$ cat src/psd_pkg.sv
// shared constants and types of the point to segment distance block
package psd_pkg;

  localparam int unsigned COORD_BITS      = 24;
  localparam int unsigned PARAM_FRAC_BITS = 16;

  // valid bit of the item entering a pipeline and the common advance enable
  typedef struct packed {
    logic valid;
    logic en;
  } pipe_ctrl_t;

endpackage

$ cat src/psd_sqrt.sv
// pipelined integer square root, one root bit per register stage, rounded down
module psd_sqrt #(
  parameter int unsigned ROOT_BITS = 25,
  parameter int unsigned SIDE_BITS = 1
) (
  input  logic                     clk_i,
  input  logic                     rst_ni,
  input  psd_pkg::pipe_ctrl_t      ctrl_i,
  input  logic [2*ROOT_BITS-1:0]   rad_i,
  input  logic [SIDE_BITS-1:0]     side_i,
  output logic                     valid_o,
  output logic [ROOT_BITS-1:0]     root_o,
  output logic [SIDE_BITS-1:0]     side_o
);

  logic [ROOT_BITS:0]     rem_s  [ROOT_BITS+1];
  logic [ROOT_BITS-1:0]   root_s [ROOT_BITS+1];
  logic [2*ROOT_BITS-1:0] rad_s  [ROOT_BITS+1];
  logic [SIDE_BITS-1:0]   side_s [ROOT_BITS+1];
  logic                   vld_s  [ROOT_BITS+1];

  assign rem_s[0]  = '0;
  assign root_s[0] = '0;
  assign rad_s[0]  = rad_i;
  assign side_s[0] = side_i;
  assign vld_s[0]  = ctrl_i.valid;

  for (genvar k = 0; k < ROOT_BITS; k++) begin : g_stage
    logic [ROOT_BITS+2:0]   trial;
    logic [ROOT_BITS+2:0]   sub;
    logic [ROOT_BITS+2:0]   diff;
    logic                   ge;
    logic [ROOT_BITS:0]     rem_d, rem_q;
    logic [ROOT_BITS-1:0]   root_d, root_q;
    logic [2*ROOT_BITS-1:0] rad_q;
    logic [SIDE_BITS-1:0]   side_q;
    logic                   vld_q;

    always_comb begin
      trial  = {rem_s[k], rad_s[k][2*ROOT_BITS-1 -: 2]};
      sub    = {1'b0, root_s[k], 2'b01};
      diff   = trial - sub;
      ge     = (trial >= sub);
      // remainder never exceeds twice the partial root
      rem_d  = ge ? diff[ROOT_BITS:0] : trial[ROOT_BITS:0];
      root_d = {root_s[k][ROOT_BITS-2:0], ge};
    end

    always_ff @(posedge clk_i or negedge rst_ni) begin
      if (!rst_ni) begin
        vld_q <= 1'b0;
      end else if (ctrl_i.en) begin
        vld_q <= vld_s[k];
      end
    end

    always_ff @(posedge clk_i) begin
      if (ctrl_i.en) begin
        rem_q  <= rem_d;
        root_q <= root_d;
        rad_q  <= {rad_s[k][2*ROOT_BITS-3:0], 2'b00};
        side_q <= side_s[k];
      end
    end

    assign rem_s[k+1]  = rem_q;
    assign root_s[k+1] = root_q;
    assign rad_s[k+1]  = rad_q;
    assign side_s[k+1] = side_q;
    assign vld_s[k+1]  = vld_q;
  end

  assign valid_o = vld_s[ROOT_BITS];
  assign root_o  = root_s[ROOT_BITS];
  assign side_o  = side_s[ROOT_BITS];

endmodule

$ cat config.mk
export PLATFORM = sky130hd
export DESIGN_NAME = psd_sqrt
export DESIGN_NICKNAME = d
export VERILOG_FILES = /design/src/psd_pkg.sv /design/src/psd_sqrt.sv
export SDC_FILE = /design/constraint.sdc
export NUM_CORES = 2
export LEC_CHECK = 0
export ABC_AREA = 0
export BUFFER_PORTS_ARGS = -buffer_cell sky130_fd_sc_hd__buf_2
export CORE_MARGIN = 10
export CORE_UTILIZATION = 25
export DETAILED_ROUTE_END_ITERATION = 6
export GPL_TIMING_DRIVEN = 0
export HOLD_SLACK_MARGIN = 0.06
export PLACE_DENSITY = 0.49
export SYNTH_ARGS = -nofsm -noshare
export SYNTH_HDL_FRONTEND = slang
export SYNTH_SLANG_ARGS = --single-unit
$ cat constraint.sdc
create_clock -name clk_i -period 5.3 [get_ports clk_i]
set_clock_uncertainty 0.1 [all_clocks]
set_input_delay 0.265 -clock clk_i [delete_from_list [all_inputs] [get_ports clk_i]]
set_output_delay 0.265 -clock clk_i [all_outputs]
set_load 0.02 [all_outputs]
==> out/qor.txt <==
Status: finished, final reports clean
Ranking of synthesized cells by area: edfxtp_1 (65%), ha_1 (6.2%), xnor2_1 (3.0%)
Final cell count without fillers: 9639
Root buf cell: clkbuf_16
Final #Nets: 6158
Pint: 25.5 mW
CP Max Fanout: 10
FP Rows: 195
P&R area growth vs syn: 17.4%
Setup TNS: 0 ns
Die Area: 0.307 mm²
Vias in the first global route: 42708
R2R Path Start: g_stage[21].rem_q[0]
Cell variety after synth: 82
Width of the die: 554 µm
Detail-routed via count per cell: 4.27
Dpl cells: 9196
CTS clk-pin slew, worst paths: 0.06 ns
Final Max Tran Viols: 0
Worst hold path type: primary input to flip-flop
Maxcap violations: 0
Dpl ws: -0.00654 ns
Startpoint types: flip-flop
CTS tree: done
Syn nets: 5769
Global-route total usage across every layer: 0.0845
Flop2flop setup slack: 0.41 ns
Drt first pass iters: 5
Crit path from: g_stage[21].rem_q[0]
Biggest area consumer among synthesized cells: edfxtp_1
P_sw: 9.17 mW
Actual slew at the worst max-slew pin: 1.28 ns
CP max-delay cell: o31ai_2
CP required: 5.70 ns
HPWL Detailed: 93.9 mm
First-pass GRT wire length: 218 mm
Power share of the clock group: 0.358
Initial Util: 0.252
Period utilization: 0.923
P_leak: 31.4 nW
Detail Route Antenna Nets: 0
Critical path capture point type: flip-flop
Maximum VDD drop: 0.249 mV
Worst path max stage delay: 0.69 ns
Share of the synthesized area in the top cell type: 0.649
RSZ-0062 raised after global routing: false
Final hold violations: 0
Final min period: 4.89 ns
DR iter-0 viols: 2174
Syn Inst Count: 5362
Post-Synthesis Cell Area: 0.0712 mm²
Switch share: 0.265
Avg Cell Area, Syn: 13.3 µm²
I/O pin count: 82
Initial antenna violation count: 2
Layout cells sized above 1: 0.0831
Dpl cell area: 0.0766 mm²
Comb pwr share: 0.170
Synth Flop Type: edfxtp_1
RePlAce Congestion: 0.856
Post-route cell area: 0.0836 mm²
Crit path DAT: 5.30 ns
Worst Hold Slack: 0.229 ns
Die height: 554 µm
Clock buffer count from CTS: 187
HP Start: rad_i[49]
Drt total wl: 135 mm
Clk sinks: 1564
Number of port buffers: 81
Number of synthesized flops with an enable pin: 1539
CTS max path bufs: 4
Sequential fraction of the synthesis area: 0.657
Drt drc: 0
H-tree Lvls: 4
Critical path, cell by cell: ha_1, nor2b_1, o2111ai_1, a31oi_1, a311o_1, a31oi_1, o21a_1, o31ai_2, clkbuf_1, clkbuf_1, a21oi_1
Max Clock Freq: 0.204 GHz
Total grt overflow: 0
Normalized max-slew margin: 0.133
Overall power: 34.6 mW
Crit path kind: flip-flop to flip-flop
# setup viols final: 0
Total core area: 0.283 mm²
Final WS setup: 0.408 ns
FFs w/ async S/R, synth: 0.0160
Clk Latency, worst-skew pair: 0.85 ns
Pin count of the biggest net entering global routing: 186
Routed wire per std cell: 14.0 µm
Synth warnings: 0
Final core utilization: 0.296
Cell Pwr Density: 414 mW/mm²
Sequential Power Share: 0.472
Vias: 41167
Number of synthesized register bits: 1564
## layer usage
| layer | vias up | part of all wire | track usage |
|---|---|---|---|
| met5 | - | 0 | 0 |
| met4 | 0 | 0.053 | 0.0462 |
| met3 | 371 | 0.039 | 0.0163 |
| met2 | 729 | 0.50 | 0.154 |
| met1 | 19459 | 0.40 | 0.0916 |
| li1 | 20608 | - | - |
## cell usage after synthesis (23+ instances only)
cell type and count:
edfxtp_1 1539, o31ai_1 29, mux2_2 79, o21bai_1 23
a31oi_1 23, o21a_1 73, ha_1 352, and3_1 28
nand4_1 61, nand2b_1 53, xor2_1 233, or2_2 34
nor4_1 67, a21o_1 123, inv_1 435, dfrtp_1 25
nand2_1 332, nor2b_1 43, or3_1 57, o21ai_0 238
nor2_1 361, clkbuf_1 83, nor3_1 122, nand3_1 84
xnor2_1 242, a21oi_1 350
## flip-flops by register name (all words and copies together) (netlist names)
name,count
g_stage.vld_q,24
g_stage.root_q,300
root_o,25
g_stage.rad_q,600
g_stage.rem_q,589
side_o,1
valid_o,1
g_stage.side_q,24
## final timing paths
| kind | to | cells after the start |
|---|---|---|
| max | g_stage[22].rem_q[21] | 11 |
| min | g_stage[0].rem_q[0] | 3 |
| max reg2reg | g_stage[22].rem_q[21] | 11 |
| min reg2reg | g_stage[9].rad_q[33] | 0 |
| max in group asynchronous | g_stage[6].vld_q | 3 |
| min in group asynchronous | g_stage[1].vld_q | 3 |
## critical path, delay by kind of cell, from the launching register on
family                   cells  cell delay, ns
buffers and inverters        2            1.31
AO/OA/AOI/OAI                7            2.17
adder cells (fa/ha/maj)      1            0.36
flip-flops                   1            0.40
AND/OR/NAND/NOR              1            0.22
## power by group through the flow
| stage | Clock [mW] | Sequential [mW] | Combinational (mW) |
|---|---|---|---|
| 2_1_floorplan | 0 | 16.3 | 4.33 |
| 3_3_place_gp | 0 | 17.2 | 5.67 |
| 3_5_place_dp | 0 | 16.6 | 5.80 |
| 4_1_cts | 13.0 | 16.3 | 5.91 |
| 5_1_grt | 13.5 | 16.5 | 6.61 |
| 6_report | 12.4 | 16.3 | 5.89 |
## area by class of cell
type                    count  area, µm²
fillers                 28309     199000
flip-flops and latches   1564      46800
multi-input cells        3270      22400
clock buffers             224       4900
well taps                3743       4680
repair buffers            200       1760
inverters                 437       1640
clock inverters           108       1030
plain buffers              91        350
diodes                      2       5.00
## layout by cell type (no fill, tap or decap), types with 23 or more instances in the layout
cell	netlist	layout
clkinv_1	2	46
or2_2	34	34
clkinv_2	0	28
ha_1	352	352
o21bai_1	23	23
nor3_1	122	122
nand4_1	61	61
or3_1	57	57
dfrtp_1	25	25
mux2_2	79	79
nand2b_1	53	53
o21ai_0	238	238
o21a_1	73	73
inv_1	435	435
and3_1	28	28
nand3_1	84	84
clkbuf_16	0	191
nor4_1	67	67
nor2b_1	43	43
buf_2	1	82
xnor2_1	242	242
o31ai_1	29	29
a21oi_1	350	350
clkbuf_1	83	116
a21o_1	123	123
a31oi_1	23	23
xor2_1	233	233
edfxtp_1	1539	1539
nor2_1	361	361
dlygate4sd3_1	0	109
nand2_1	332	332
## cells by family after synthesis
logic type | count (synthesis) | synth area share
flops | 1564 | 0.657
other cells | 1 | 0.0000526
mux | 90 | 0.0140
xor+xnor | 475 | 0.0584
compound gates | 1009 | 0.0871
buf+inv | 528 | 0.0279
simple gates | 1343 | 0.0932
fa+ha+maj | 352 | 0.0618
## timing repair
item | in CTS | in global routing
buffers inserted | 0 | 0
hold buffers | 109 | 0
endpoints found under the hold margin | 203 | 0
endpoints found under the setup margin | 2 | 0
resized for setup | 1 | 0
Power figures use the tool's default switching activity.
