[src/psd_pkg.sv]
// shared constants and types of the point to segment distance block
package psd_pkg;

  localparam int unsigned COORD_BITS      = 24;
  localparam int unsigned PARAM_FRAC_BITS = 16;

  // valid bit of the item entering a pipeline and the common advance enable
  typedef struct packed {
    logic valid;
    logic en;
  } pipe_ctrl_t;

endpackage

[src/psd_div.sv]
// pipelined restoring divider, one quotient bit per register stage
module psd_div #(
  parameter int unsigned DEN_BITS  = 50,
  parameter int unsigned QUO_BITS  = 16,
  parameter int unsigned SIDE_BITS = 1
) (
  input  logic                         clk_i,
  input  logic                         rst_ni,
  input  psd_pkg::pipe_ctrl_t          ctrl_i,
  input  logic [DEN_BITS+QUO_BITS-1:0] num_i,
  input  logic [DEN_BITS-1:0]          den_i,
  input  logic [SIDE_BITS-1:0]         side_i,
  output logic                         valid_o,
  output logic [QUO_BITS-1:0]          quo_o,
  output logic [SIDE_BITS-1:0]         side_o
);

  // numerator must stay below den * 2^QUO_BITS, so the top part starts below den
  logic [DEN_BITS-1:0]  rem_s  [QUO_BITS+1];
  logic [QUO_BITS-1:0]  nq_s   [QUO_BITS+1];
  logic [DEN_BITS-1:0]  den_s  [QUO_BITS+1];
  logic [SIDE_BITS-1:0] side_s [QUO_BITS+1];
  logic                 vld_s  [QUO_BITS+1];

  assign rem_s[0]  = num_i[DEN_BITS+QUO_BITS-1:QUO_BITS];
  assign nq_s[0]   = num_i[QUO_BITS-1:0];
  assign den_s[0]  = den_i;
  assign side_s[0] = side_i;
  assign vld_s[0]  = ctrl_i.valid;

  for (genvar k = 0; k < QUO_BITS; k++) begin : g_stage
    logic [DEN_BITS:0]    trial;
    logic [DEN_BITS:0]    diff;
    logic                 ge;
    logic [DEN_BITS-1:0]  rem_d, rem_q;
    logic [QUO_BITS-1:0]  nq_d, nq_q;
    logic [DEN_BITS-1:0]  den_q;
    logic [SIDE_BITS-1:0] side_q;
    logic                 vld_q;

    always_comb begin
      trial = {rem_s[k], nq_s[k][QUO_BITS-1]};
      diff  = trial - {1'b0, den_s[k]};
      ge    = (trial >= {1'b0, den_s[k]});
      rem_d = ge ? diff[DEN_BITS-1:0] : trial[DEN_BITS-1:0];
      // numerator bits leave at the top while quotient bits enter at the bottom
      nq_d  = {nq_s[k][QUO_BITS-2:0], ge};
    end

    always_ff @(posedge clk_i or negedge rst_ni) begin
      if (!rst_ni) begin
        vld_q <= 1'b0;
      end else if (ctrl_i.en) begin
        vld_q <= vld_s[k];
      end
    end

    always_ff @(posedge clk_i) begin
      if (ctrl_i.en) begin
        rem_q  <= rem_d;
        nq_q   <= nq_d;
        den_q  <= den_s[k];
        side_q <= side_s[k];
      end
    end

    assign rem_s[k+1]  = rem_q;
    assign nq_s[k+1]   = nq_q;
    assign den_s[k+1]  = den_q;
    assign side_s[k+1] = side_q;
    assign vld_s[k+1]  = vld_q;
  end

  assign valid_o = vld_s[QUO_BITS];
  assign quo_o   = nq_s[QUO_BITS];
  assign side_o  = side_s[QUO_BITS];

endmodule

[config.mk]
export PLATFORM = sky130hd
export DESIGN_NAME = psd_div
export DESIGN_NICKNAME = d
export VERILOG_FILES = /design/src/psd_pkg.sv /design/src/psd_div.sv
export SDC_FILE = /design/constraint.sdc
export NUM_CORES = 2
export LEC_CHECK = 0
export BUFFER_PORTS_ARGS = -buffer_cell sky130_fd_sc_hd__buf_4
export CORE_MARGIN = 1
export CORE_UTILIZATION = 44
export DETAILED_ROUTE_END_ITERATION = 6
export GPL_ROUTABILITY_DRIVEN = 0
export HOLD_SLACK_MARGIN = 0.15
export PLACE_DENSITY = 0.69
export SYNTH_ARGS = -nofsm -noshare
export SYNTH_HDL_FRONTEND = slang
export SYNTH_SLANG_ARGS = --single-unit
[constraint.sdc]
create_clock -name clk_i -period 3.8 [get_ports clk_i]
set_input_delay 1.14 -clock clk_i [delete_from_list [all_inputs] [get_ports clk_i]]
set_output_delay 1.14 -clock clk_i [all_outputs]
set_load 0.005 [all_outputs]
==> key figures <==
Clock network
  • CTS clk-pin slew, worst paths: around 60 ps
  • Clk Latency, worst-skew pair: 880 ps
  • Clock sink count: between 1500 and 2000
  • Clk buf depth: 3
  • Root Driver: clkbuf_16
  • Max H-tree Level: 4
  • CTS buffer count: between 150 and 200
  • CTS tree: done

Route
  • WL final: between 200 and 300 mm
  • DR iter-0 viols: between 6000 and 7000
  • Final ANT Viol Nets: 0
  • Detailed-route wire length per cell: around 18 um
  • Vias: ~80000
  • TritonRoute pass-1 iters: 7
  • Drc violations: 3
  • Vias per inst: roughly 5.6

STA
  • Fin Hold WS: 393 ps
  • Slew Limit Fails: 0
  • Final setup vio count: 75
  • RSZ-0062 raised after global routing: true
  • Setup WS post-layout: -283 ps
  • Final hold viol count: 0
  • Final TNS setup: -10350 ps
  • Worst slew pin tran: between 1000 and 1500 ps
  • Clk_skew: between 60 and 70 ps
  • Post-route minimum period: ~4100 ps
  • Peak Freq: about 0.24 GHz
  • Crit share post-route: 1.07
  • Rel. slew slack: 0.303

Die
  • Die area: roughly 250000 um2
  • Die H: 496 um
  • I/O pin count: 139
  • # rows: 180
  • DIE WIDTH: slightly below 500 um
  • Starting Density: 0.444
  • CORE AREA: about 240000 um2

Layout
  • Proportion of layout cells with a drive suffix above 1: 0.196
  • Fillcell total: roughly 20000
  • Final nets: 12200
  • Post-route cell area: 129000 um2
  • Non-filler instance count after layout: 14600
  • Area delta synth->final: 20.6%

Synth
  • Asr flop ratio synth: 0.00895
  • Cell Area, Synth: about 110000 um2
  • Syn avg cell area: 10.5 um2
  • Ys flop type: edfxtp_1
  • Top post-synthesis cells by area: edfxtp_1, ha_1, a21oi_1, a21o_1, inv_1
  • Count leader, synth: edfxtp_1
  • Largest family of logic cells by synthesized area: compound AO/OA/AOI/OAI gates
  • Gate count of the mapped netlist: 10200
  • Ys Warns: 0
  • Post-synthesis mux area share: 0.0260
  • Synth Area in XOR/XNOR: 0.0555
  • Yosys top cell area share: 0.496
  • Synth Area in Simple Gates: 0.101
  • Leading area contributor after synthesis: edfxtp_1
  • Compound-Gate Fraction of Synth Area: 0.173
  • Post-synth cell types: 101
  • Sequential area share after synthesis: 0.500
  • Number of enable flip-flop cells after synthesis: about 1800
  • Commonest cells post-synth: edfxtp_1, a21oi_1, inv_1
  • #FFs+latches synth: approximately 1800
  • Adder-Cell Fraction of Synth Area: 0.0961
  • Synthesized Nets: between 10000 and 15000

Placement
  • Placed insts: between 10000 and 15000
  • Dpl ws: -716 ps
  • Port bufs: between 100 and 150
  • DP HPWL: 196 mm
  • Placed cell areas: about 120000 um2

Worst setup path
  • Crit path to: g_stage[14].rem_q[42]
  • Buf/Inv on CP: 7
  • Worst r2r dst: g_stage[14].rem_q[42]
  • Critical path capture point type: flop
  • Crit Path Category: flop to flop
  • R2R Setup Slk: -280 ps
  • Number of cells on the critical path: 18
  • Worst path most repeated cell: buf_6
  • CP delay by family, top: compound AO/OA/AOI/OAI gates
  • CP arrival: around 4700 ps
  • CP Launch Point: g_stage[13].nq_q[15]
  • Worst R2R Start: g_stage[13].nq_q[15]
  • Reg2Reg Depth: 18
  • Crit start category: flop
  • Slowest-stage cell, CP: o41a_1
  • CP Max Fanout: 8
  • Crit path cell chain: inv_1 > ha_2 > buf_6 > buf_6 > buf_6 > nor2b_4 > o31a_1 > o41a_1 > o311ai_4 > a21oi_2 > o21ai_2 > buf_4 > a21o_4 > a21oi_4 > a21oi_4 > clkinv_4 > clkbuf_16 > mux2_4
  • Required time of the critical path: 4410 ps
  • CP max stage delay: ~430 ps

Power
  • Int Pwr: between 60 and 70 mW
  • Net Sw Frac: 0.389
  • Sequential share of power: 0.294
  • Switching pwr: roughly 43 mW
  • Comb power frac: 0.541
  • Clock Power Share: 0.166
  • P per Cell Area: 859 nW/um2
  • LEAKAGE: 54.5 nW
  • Peak supply drop: ~640 uV

Global routing
  • Met2 Use GR: 0.373
  • Most Used Layer, Global Route: met2
  • Vias in the first global route: 80300
  • Grt met1 use: 0.220
  • First-pass GRT wire length: slightly above 400 mm
  • Initial antenna violation count: 4
  • All-Layer GR Usage: 0.204
  • GRT met3 Usage: 0.0247
  • Largest net degree at the start of global routing: 80
  • Grt ovf: 0

Worst hold path
  • Worst Hold Class: flop to flop

Flow run
  • # Max-Cap Violations: 0

Run status
  • Status: finished with violations
  • Failing checks: DRC, setup timing
layout by cell type, fill, tap and decap left out, types with 275 or more instances in the layout:
cell	n
nor2_1	721
xor2_1	275
a21o_1	529
a21oi_1	1079
o21ai_0	459
xnor2_1	405
inv_1	962
edfxtp_1	1772
ha_1	775
buf_4	1114
nand2_1	596
area by class of cell:
| type | count | area, um2 | share of cell area |
|---|---|---|---|
| timing repair buffer | 1262 | 10900 | 0.0845 |
| tap | 3185 | 3990 | 0.0308 |
| multi-input combinational | 7033 | 50800 | 0.393 |
| clock buffer | 233 | 5010 | 0.0387 |
| inverter | 976 | 3670 | 0.0284 |
| clock inverter | 118 | 1270 | 0.00980 |
| sequential | 1788 | 53600 | 0.415 |
| antenna | 2 | 5.00 | 0.0000387 |
power groups by stage:
stage	sequential [mW]	combinational (mW)	clock, mW
after floorplan	31.5	37.5	0
after global placement	32.7	51.7	0
after detailed placement	32.7	53.2	0
after CTS	32.4	54.9	18.9
after global routing	33.1	65.0	19.6
final	32.6	60.1	18.4
registers in the layout (all words and copies together) (netlist names):
register	count
quo_o	16
g_stage.nq_q	240
g_stage.den_q	750
g_stage.vld_q	15
g_stage.side_q	15
valid_o	1
side_o	1
g_stage.rem_q	750
worst min-delay path by stage:
| stage | startpoint | end | slack, ps | depth (start not counted) |
|---|---|---|---|---|
| floorplan | g_stage[9].nq_q[9] | g_stage[10].nq_q[10] | 400 | 0 |
| CTS | num_i[3] | g_stage[0].nq_q[4] | 370 | 1 |
| detailed placement | g_stage[10].nq_q[2] | g_stage[11].nq_q[3] | 400 | 0 |
| global route | num_i[3] | g_stage[0].nq_q[4] | 400 | 1 |
| finish | g_stage[11].nq_q[8] | g_stage[12].nq_q[9] | 390 | 0 |
| global placement | g_stage[9].side_q | g_stage[10].side_q | 400 | 0 |
stage by stage:
step                power, mW  utilization
floorplan                68.9            -
global placement         84.4        0.493
detailed placement       85.9        0.493
CTS                       106        0.523
global route              118        0.536
finish                    111        0.536
kinds of logic (layout without fill, tap and decap cells):
group                    after synthesis  count (layout)
AO/OA/AOI/OAI                       2969            2969
buffers and inverters               1348            2589
flip-flops                          1788            1788
multiplexers                         249             249
adder cells (fa/ha/maj)              815             815
AND/OR/NAND/NOR                     2320            2320
XOR/XNOR                             680             680
other                                  0               2
repair_timing:
action                     CTS  global route
hold buffers                 1             0
cloned                       4            24
setup endpoints to repair  304           602
resized for setup          142           499
hold endpoints to repair    16             0
pin swaps                   56           140
setup buffers               18            69
layer usage:
| metal | vias to the layer above | wire length [um] |
|---|---|---|
| met5 | - | 12 |
| met4 | 2 | 19500 |
| met3 | 1004 | 11800 |
| met2 | 3117 | 134000 |
| met1 | 38000 | 98700 |
| li1 | 39300 | - |
Note: power is estimated with default switching activity, not from simulation.
